### src/sv/uwd_pkg.sv
// Types and constants for the terminal display width block.
// Depends on nothing; imported by the decoder step and the top level.
`default_nettype none

package uwd_pkg;

	typedef enum logic [2:0] {
		MODE_TEXT = 3'b001,
		MODE_ESC  = 3'b010,
		MODE_CSI  = 3'b100
	} mode_t;

	typedef logic [20:0] cp_t;
	typedef logic [1:0]  cw_t;
	typedef logic [3:0]  inc_t;

	typedef struct packed {
		mode_t       mode;
		logic [2:0]  seq_len;
		logic [2:0]  taken;
		cp_t         cp;
	} dec_state_t;

	localparam dec_state_t STATE_RESET = '{
		mode:    MODE_TEXT,
		seq_len: 3'd0,
		taken:   3'd0,
		cp:      21'd0
	};

	localparam logic [7:0]  ESC_BYTE    = 8'h1B;
	localparam logic [7:0]  CSI_BYTE    = 8'h5B;
	localparam logic [7:0]  KEEP_OPEN_A = 8'h28;
	localparam logic [7:0]  KEEP_OPEN_B = 8'h29;
	localparam logic [7:0]  FINAL_LO    = 8'h40;
	localparam logic [7:0]  FINAL_HI    = 8'h7E;

	localparam cp_t CP_MAX     = 21'h10FFFF;
	localparam cp_t SURR_LO    = 21'h00D800;
	localparam cp_t SURR_HI    = 21'h00DFFF;
	localparam cp_t LEAST_TWO  = 21'h000080;
	localparam cp_t LEAST_THR  = 21'h000800;
	localparam cp_t LEAST_FOUR = 21'h010000;

	localparam logic [15:0] TOTAL_MAX = 16'hFFFF;

endpackage

`default_nettype wire

### src/sv/uwd_cell_width.sv
// Terminal cell width (0, 1 or 2) of one code point.
// Depends on uwd_pkg for the code point and width types.
`default_nettype none

module uwd_cell_width
	import uwd_pkg::*;
(
	input  wire cp_t cp,
	output cw_t      width
);

	function automatic logic in_rng(input cp_t v, input cp_t lo, input cp_t hi);
		in_rng = (v >= lo) && (v <= hi);
	endfunction

	logic is_ctrl;
	logic is_comb;
	logic is_wide;

	assign is_ctrl = (cp < 21'h20) || in_rng(cp, 21'h7F, 21'h9F);

	// combining marks and variation selectors
	assign is_comb = in_rng(cp, 21'h0300, 21'h036F) || in_rng(cp, 21'h1AB0, 21'h1AFF)
		|| in_rng(cp, 21'h1DC0, 21'h1DFF) || in_rng(cp, 21'h20D0, 21'h20FF)
		|| in_rng(cp, 21'hFE00, 21'hFE0F) || in_rng(cp, 21'hFE20, 21'hFE2F)
		|| in_rng(cp, 21'hE0100, 21'hE01EF);

	// East Asian wide and emoji blocks
	assign is_wide = in_rng(cp, 21'h1100, 21'h115F) || in_rng(cp, 21'h2329, 21'h232A)
		|| in_rng(cp, 21'h2E80, 21'hA4CF) || in_rng(cp, 21'hAC00, 21'hD7A3)
		|| in_rng(cp, 21'hF900, 21'hFAFF) || in_rng(cp, 21'hFE10, 21'hFE19)
		|| in_rng(cp, 21'hFE30, 21'hFE6F) || in_rng(cp, 21'hFF00, 21'hFF60)
		|| in_rng(cp, 21'hFFE0, 21'hFFE6) || in_rng(cp, 21'h1F000, 21'h1FAFF)
		|| in_rng(cp, 21'h20000, 21'h3FFFD);

	assign width = (is_ctrl || is_comb) ? 2'd0 : (is_wide ? 2'd2 : 2'd1);

endmodule

`default_nettype wire

### src/sv/uwd_step.sv
// One byte of escape skipping and UTF-8 decoding: next state and width added.
// Depends on uwd_pkg and uwd_cell_width.
`default_nettype none

module uwd_step
	import uwd_pkg::*;
(
	input  wire dec_state_t cur,
	input  wire logic [7:0] text_byte,
	input  wire logic       last_byte,
	output dec_state_t      nxt,
	output inc_t            inc
);

	logic       seq_open;
	logic       cont;
	logic [2:0] taken_inc;
	cp_t        cp_shift;
	logic       finishing;
	cp_t        cp_sel;
	cw_t        cw;
	cp_t        least;
	logic       cp_bad;

	dec_state_t nxt_pre;
	logic [2:0] inc_seq;
	cw_t        inc_fresh;
	logic [2:0] inc_end;
	logic       fresh;

	assign seq_open  = cur.seq_len != 3'd0;
	assign cont      = text_byte[7:6] == 2'b10;
	assign taken_inc = cur.taken + 3'd1;
	assign cp_shift  = {cur.cp[14:0], text_byte[5:0]};
	assign finishing = seq_open && cont && (taken_inc >= cur.seq_len);
	assign cp_sel    = finishing ? cp_shift : {13'd0, text_byte};

	uwd_cell_width u_cw (
		.cp    (cp_sel),
		.width (cw)
	);

	always_comb begin
		unique case (cur.seq_len)
			3'd2:    least = LEAST_TWO;
			3'd3:    least = LEAST_THR;
			default: least = LEAST_FOUR;
		endcase
	end

	// overlong, out of range and surrogate forms
	assign cp_bad = (cp_shift < least) || (cp_shift > CP_MAX)
		|| ((cp_shift >= SURR_LO) && (cp_shift <= SURR_HI));

	always_comb begin
		nxt_pre   = cur;
		inc_seq   = 3'd0;
		inc_fresh = 2'd0;
		fresh     = 1'b0;
		if (seq_open) begin
			if (cont) begin
				nxt_pre.cp    = cp_shift;
				nxt_pre.taken = taken_inc;
				if (finishing) begin
					inc_seq         = cp_bad ? cur.seq_len : {1'b0, cw};
					nxt_pre.seq_len = 3'd0;
					nxt_pre.taken   = 3'd0;
					nxt_pre.cp      = '0;
				end
			end else begin
				// broken sequence: charge its bytes, then rerun the byte
				inc_seq = cur.taken;
				fresh   = 1'b1;
			end
		end else begin
			fresh = 1'b1;
		end

		if (fresh) begin
			nxt_pre.seq_len = 3'd0;
			nxt_pre.taken   = 3'd0;
			nxt_pre.cp      = '0;
			if (text_byte == ESC_BYTE) begin
				nxt_pre.mode = MODE_ESC;
			end else begin
				unique case (cur.mode)
					MODE_ESC: begin
						if (text_byte == CSI_BYTE) begin
							nxt_pre.mode = MODE_CSI;
						end else if (text_byte != KEEP_OPEN_A && text_byte != KEEP_OPEN_B) begin
							nxt_pre.mode = MODE_TEXT;
						end
					end
					MODE_CSI: begin
						if (text_byte != CSI_BYTE && text_byte >= FINAL_LO
								&& text_byte <= FINAL_HI) begin
							nxt_pre.mode = MODE_TEXT;
						end
					end
					default: begin
						nxt_pre.mode = MODE_TEXT;
						if (!text_byte[7]) begin
							inc_fresh = cw;
						end else if (text_byte[7:5] == 3'b110) begin
							nxt_pre.seq_len = 3'd2;
							nxt_pre.taken   = 3'd1;
							nxt_pre.cp      = {16'd0, text_byte[4:0]};
						end else if (text_byte[7:4] == 4'b1110) begin
							nxt_pre.seq_len = 3'd3;
							nxt_pre.taken   = 3'd1;
							nxt_pre.cp      = {17'd0, text_byte[3:0]};
						end else if (text_byte[7:3] == 5'b11110) begin
							nxt_pre.seq_len = 3'd4;
							nxt_pre.taken   = 3'd1;
							nxt_pre.cp      = {18'd0, text_byte[2:0]};
						end else begin
							inc_fresh = 2'd1;
						end
					end
				endcase
			end
		end
	end

	// a sequence left open at the end of the string counts a cell per byte
	assign inc_end = (last_byte && nxt_pre.seq_len != 3'd0) ? nxt_pre.taken : 3'd0;
	assign inc     = 4'(inc_seq) + 4'(inc_fresh) + 4'(inc_end);
	assign nxt     = last_byte ? STATE_RESET : nxt_pre;

endmodule

`default_nettype wire

### src/sv/utf8_terminal_display_width.sv
// Top level of the terminal display width block.
// Depends on uwd_pkg and uwd_step (which holds uwd_cell_width).
`default_nettype none

// Takes one byte of a text string per cycle and returns the number of terminal
// columns the whole string occupies once the byte marked last_byte has gone by.
// ANSI escape sequences (ESC, optional CSI, final byte) take no columns; UTF-8 is
// fully validated and every byte of a bad or truncated sequence counts one column.
// Each byte is registered, then the decoder state and running sum are updated by
// one pass of logic into state registers, so the sustained rate is one byte per
// clock while the input is not stalled. A result is registered on out_valid once
// its last byte leaves the input register, and holds while out_stall is high;
// only a last byte that finds an unread result in the output register stalls the
// input. The running sum saturates at 2^SUM_BITS-1 and total_width at 65535.
module utf8_terminal_display_width
	import uwd_pkg::*;
#(
	parameter int SUM_BITS = 16
) (
	input  wire         clk,
	input  wire         arst_n,
	input  wire         in_valid,
	output logic        in_stall,
	input  wire  [7:0]  text_byte,
	input  wire         last_byte,
	output logic        out_valid,
	input  wire         out_stall,
	output logic [15:0] total_width
);

	// input register
	logic       valid_s1;
	logic [7:0] byte_s1;
	logic       last_s1;

	// decoder state and running sum
	dec_state_t          st_q;
	logic [SUM_BITS-1:0] sum_q;

	// result register
	logic        out_valid_q;
	logic [15:0] total_q;

	dec_state_t          st_nxt;
	inc_t                inc;
	logic [SUM_BITS:0]   sum_ext;
	logic [SUM_BITS-1:0] sum_sat;
	logic                advance;
	logic                step_en;
	logic                accept;

	// advance the held byte unless it is a last byte facing a stalled result
	assign advance  = !(last_s1 && out_valid_q && out_stall);
	assign step_en  = valid_s1 && advance;
	assign in_stall = valid_s1 && !advance;
	assign accept   = in_valid && !in_stall;

	always_ff @(posedge clk or negedge arst_n) begin
		if (!arst_n) begin
			valid_s1 <= 1'b0;
		end else if (accept) begin
			valid_s1 <= 1'b1;
		end else if (step_en) begin
			valid_s1 <= 1'b0;
		end
	end

	// payload only: hold while stalled
	always_ff @(posedge clk) begin
		if (accept) begin
			byte_s1 <= text_byte;
			last_s1 <= last_byte;
		end
	end

	uwd_step u_step (
		.cur       (st_q),
		.text_byte (byte_s1),
		.last_byte (last_s1),
		.nxt       (st_nxt),
		.inc       (inc)
	);

	// saturating add: the carry out means the sum passed its top
	assign sum_ext = {1'b0, sum_q} + (SUM_BITS + 1)'(inc);
	assign sum_sat = sum_ext[SUM_BITS] ? {SUM_BITS{1'b1}} : sum_ext[SUM_BITS-1:0];

	always_ff @(posedge clk or negedge arst_n) begin
		if (!arst_n) begin
			st_q  <= STATE_RESET;
			sum_q <= '0;
		end else if (step_en) begin
			st_q  <= st_nxt;
			sum_q <= last_s1 ? '0 : sum_sat;
		end
	end

	always_ff @(posedge clk or negedge arst_n) begin
		if (!arst_n) begin
			out_valid_q <= 1'b0;
		end else if (step_en && last_s1) begin
			out_valid_q <= 1'b1;
		end else if (!out_stall) begin
			out_valid_q <= 1'b0;
		end
	end

	// clip a wide sum to the 16-bit result
	always_ff @(posedge clk) begin
		if (step_en && last_s1) begin
			total_q <= (sum_sat > SUM_BITS'(TOTAL_MAX)) ? TOTAL_MAX : 16'(sum_sat);
		end
	end

	assign out_valid   = out_valid_q;
	assign total_width = total_q;

endmodule

`default_nettype wire

### config.mk
export PLATFORM = sky130hd
export DESIGN_NAME = utf8_terminal_display_width
export DESIGN_NICKNAME = d
export VERILOG_FILES = /design/src/sv/uwd_pkg.sv /design/src/sv/uwd_cell_width.sv /design/src/sv/uwd_step.sv /design/src/sv/utf8_terminal_display_width.sv
export SDC_FILE = /design/constraint.sdc
export NUM_CORES = 1
export LEC_CHECK = 0
export BUFFER_PORTS_ARGS = -buffer_cell sky130_fd_sc_hd__buf_2
export CORE_MARGIN = 2
export CORE_UTILIZATION = 60
export DETAILED_ROUTE_END_ITERATION = 12
export GPL_TIMING_DRIVEN = 0
export PLACE_DENSITY = 0.76
export SETUP_SLACK_MARGIN = 0.2
export SLEW_MARGIN = 5
export SYNTH_ARGS = -nofsm -noshare
export SYNTH_HDL_FRONTEND = slang
export SYNTH_SLANG_ARGS = --single-unit
### constraint.sdc
create_clock -name clk -period 17.55 [get_ports clk]
set_clock_uncertainty 0.05 [all_clocks]
set_input_delay 1.755 -clock clk [delete_from_list [all_inputs] [get_ports clk]]
set_output_delay 1.755 -clock clk [all_outputs]
set_load 0.02 [all_outputs]
==> flow_summary.json <==
{
  "layout-drive-gt1-share_pct": 11.1,
  "drc": 0,
  "vdd_drop_max_mv": 0.0573,
  "hold_depth": 1,
  "fp.dieW_um": 93.4,
  "first_pass_iters": 7,
  "num_io_pins": 31,
  "async_flop_share_pct": 62.7,
  "r2r_slack_ns": 9.60,
  "yosysTopAreaCell": "dfrtp_1",
  "status": "finished clean",
  "area_delta_synth_final_pct": 10.9,
  "initial_core_util_pct": 62.1,
  "clkLatencyLatePin_ns": 0.36,
  "grt_max_degree": 43,
  "relSlewSlack_pct": 29.0,
  "reg2reg_to": "sum_q[9]",
  "synth_edf_count": 25,
  "routed_wirelength_mm": 16.0,
  "viasPerCell": 7.05,
  "grt_pass1_vias": 4813,
  "num_vias": 5023,
  "synthCells": 564,
  "drv_slew": 0,
  "pwr-share-comb_pct": 18.9,
  "cts_root_buf": "clkbuf_8",
  "synth_seq_cells": 67,
  "hold_violations": 0,
  "seq_area_frac_synth_pct": 37.6,
  "synth_commonest_cells": "63 x nand2_1, 53 x nor2_1, 41 x dfrtp_1, 35 x clkbuf_1, 30 x a21oi_1",
  "worstPathMaxFanout": 10,
  "row_count": 32,
  "finalPower_uw": 418,
  "required_ns": 17.75,
  "rsz0062_at_grt": "no",
  "yosys_warnings": 0,
  "drtIter0Drc": 749,
  "p_switching_uw": 127,
  "r2r_cells": 27,
  "maxCapViolCount": 0,
  "gp_congestion": 0.999,
  "p_per_area_mw_per_mm2": 78.6,
  "antenna_found_initial": 0,
  "p_int_uw": 291,
  "p_leak_nw": 2.20,
  "ant_nets": 0,
  "tightest_slew_ns": 1.06,
  "ctsLongestPathBuffers": 2,
  "clock_power_share_pct": 38.2,
  "dieArea_mm2": 0.00873,
  "p_sw_share_pct": 30.3,
  "fin_crit_sh_pct": 45.3,
  "cts_setup_buffers": 0,
  "worstSetupPathType": "reg2reg",
  "cp-end-kind": "flip-flop",
  "ys.flop_type": "dfrtp_1",
  "synth_nets": 593,
  "num-nets-final": 634,
  "setup_viol_count_final": 0,
  "netlist_area_mm2": 0.00480,
  "hpwl_mm": 11.5,
  "numCtsBuffers": 9,
  "fmax_mhz": 126,
  "design.core.area_mm2": 0.00773,
  "grt_pass1_wl_mm": 25.3,
  "die_h_um": 93.4,
  "cts.htree.levels": 3,
  "cts_tree": "built",
  "worst_setup_path_start_kind": "flip-flop",
  "post_drt_wl_per_cell_um": 22.5,
  "power_frac_seq_pct": 42.9,
  "grt_overflow_total": 0,
  "n_antenna_cell": 0,
  "synth_area_leaders": "dfrtp_1 21%, edfxtp_1 16%, nand2_1 4.9%",
  "yosysMostFrequentCell": "nand2_1",
  "cts-resized-gates": 0,
  "fin_setup_tns_ns": 0,
  "post_synth_num_cell_types": 76,
  "cts_sinks": 67,
  "post-route-min-period_ns": 7.95,
  "avgSynthCellArea_um2": 8.51,
  "cp_data_arrival_time_ns": 8.15,
  "clk_pin_slew_ns": 0.08,
  "grt_usage_pct": 38.2,
  "holdPathEnd": "sum_q[0]",
  "port_buffers": 30,
  "yosysTopAreaCellShare_pct": 21.4,
  "hp-start": "sum_q[0]",
  "reg2reg_from": "st_q[21]",
  "holdCritPathClass": "reg2reg",
  "cts_hold_buffers": 0
}
[through the flow]
stage | setup WS (ns) | hold slack (ns) | utilization, % | cells | cell area, um2
3_5_place_dp | 10.05 | 0.454 | 65.7 | 696 | 5080
5_1_grt | 9.35 | 0.490 | 68.8 | 712 | 5320
3_3_place_gp | 10.13 | 0.458 | 65.7 | 696 | 5070
4_1_cts | 9.87 | 0.476 | 68.8 | 712 | 5320
2_1_floorplan | 11.45 | 0.430 | - | 564 | 4800
6_report | 9.60 | 0.474 | 68.8 | 712 | 5320
[area by class of cell]
cell class,count,area (um2)
buffer,38,145
fill,591,2410
multi-input combinational,435,2760
clock inverter,6,113
inverter,24,90.1
sequential,67,1800
clock buffer,10,128
tap,102,128
timing repair buffer,30,150
[cell families (layout without fill, tap and decap cells)]
group | count (synthesis) | count (layout) | synth area share, %
AND/OR/NAND/NOR | 248 | 248 | 26.5
AO/OA/AOI/OAI | 154 | 154 | 23.0
flip-flops | 67 | 67 | 37.6
buffers and inverters | 62 | 108 | 4.90
adder cells (fa/ha/maj) | 16 | 16 | 4.80
XOR/XNOR | 11 | 11 | 2.01
multiplexers | 5 | 5 | 1.10
other | 1 | 1 | 0.0782
[power groups by stage]
stage | Clock [mW] | Combinational (mW) | Sequential (mW)
floorplan | 0 | 0.0463 | 0.184
global placement | 0 | 0.0714 | 0.182
detailed placement | 0 | 0.0750 | 0.182
CTS | 0.160 | 0.0759 | 0.179
global route | 0.165 | 0.0843 | 0.180
finish | 0.160 | 0.0790 | 0.179
[state kept, by name, indices dropped and copies added, names as in the netlist]
name	count
byte_s1	8
last_s1	1
out_valid	1
st_q	24
sum_q	16
total_width	16
valid_s1	1
[critical path, cell delays in order, from the launching register on]
cell and delay (ns):
dfrtp_1 0.47, ha_1 0.25, xor2_1 0.26, ha_1 0.31, a21oi_1 0.25, o21a_1 0.47
nor2_1 0.14, clkbuf_1 0.29, a211oi_1 0.41, a221oi_2 0.15, a2111oi_2 0.35, nand2_1 0.17
a2111oi_2 0.44, o21ai_1 0.18, fa_1 0.45, inv_1 0.08, ha_1 0.16, fa_1 0.42
ha_1 0.33, nor2b_1 0.16, o21a_1 0.17, nor2_1 0.38, nor3_1 0.19, and2_1 0.24
nand4_1 0.17, clkbuf_1 0.42, o21ai_0 0.21, a22o_1 0.28
[cell usage in the layout, fill, tap and decap left out, types with 4 or more instances in the layout]
| cell | instances |
|---|---|
| nand2_1 | 63 |
| nor2_1 | 52 |
| dfrtp_1 | 41 |
| clkbuf_1 | 36 |
| buf_2 | 32 |
| a21oi_1 | 30 |
| o21ai_0 | 29 |
| edfxtp_1 | 25 |
| inv_1 | 24 |
| nand3_1 | 24 |
| a22o_1 | 23 |
| nor3_1 | 15 |
| nand4_1 | 14 |
| nor4_1 | 13 |
| ha_1 | 12 |
| and3_1 | 11 |
| nor2b_1 | 10 |
| or3_1 | 9 |
| clkbuf_8 | 9 |
| a31oi_1 | 8 |
| nand2b_1 | 7 |
| xnor2_1 | 7 |
| o211ai_1 | 5 |
| a21o_1 | 5 |
| a211oi_1 | 4 |
| and2_1 | 4 |
| xor2_1 | 4 |
| fa_1 | 4 |
[layer usage]
metal  routed length (um)  track usage [%]
met4                  675             15.8
met3                 2080             10.9
met2                 7010             56.6
met5                    0                0
met1                 6280             52.4
[how the worst max path moves through the flow]
stage             start        end  slack [ns]
6_report       st_q[21]   sum_q[9]        9.60
5_1_grt        st_q[21]   sum_q[2]        9.35
4_1_cts        st_q[21]   sum_q[2]        9.87
3_5_place_dp   st_q[21]   sum_q[2]       10.05
3_3_place_gp   st_q[21]   sum_q[2]       10.13
2_1_floorplan  st_q[21]  sum_q[11]       11.45
(Power assumes the default switching activity.)
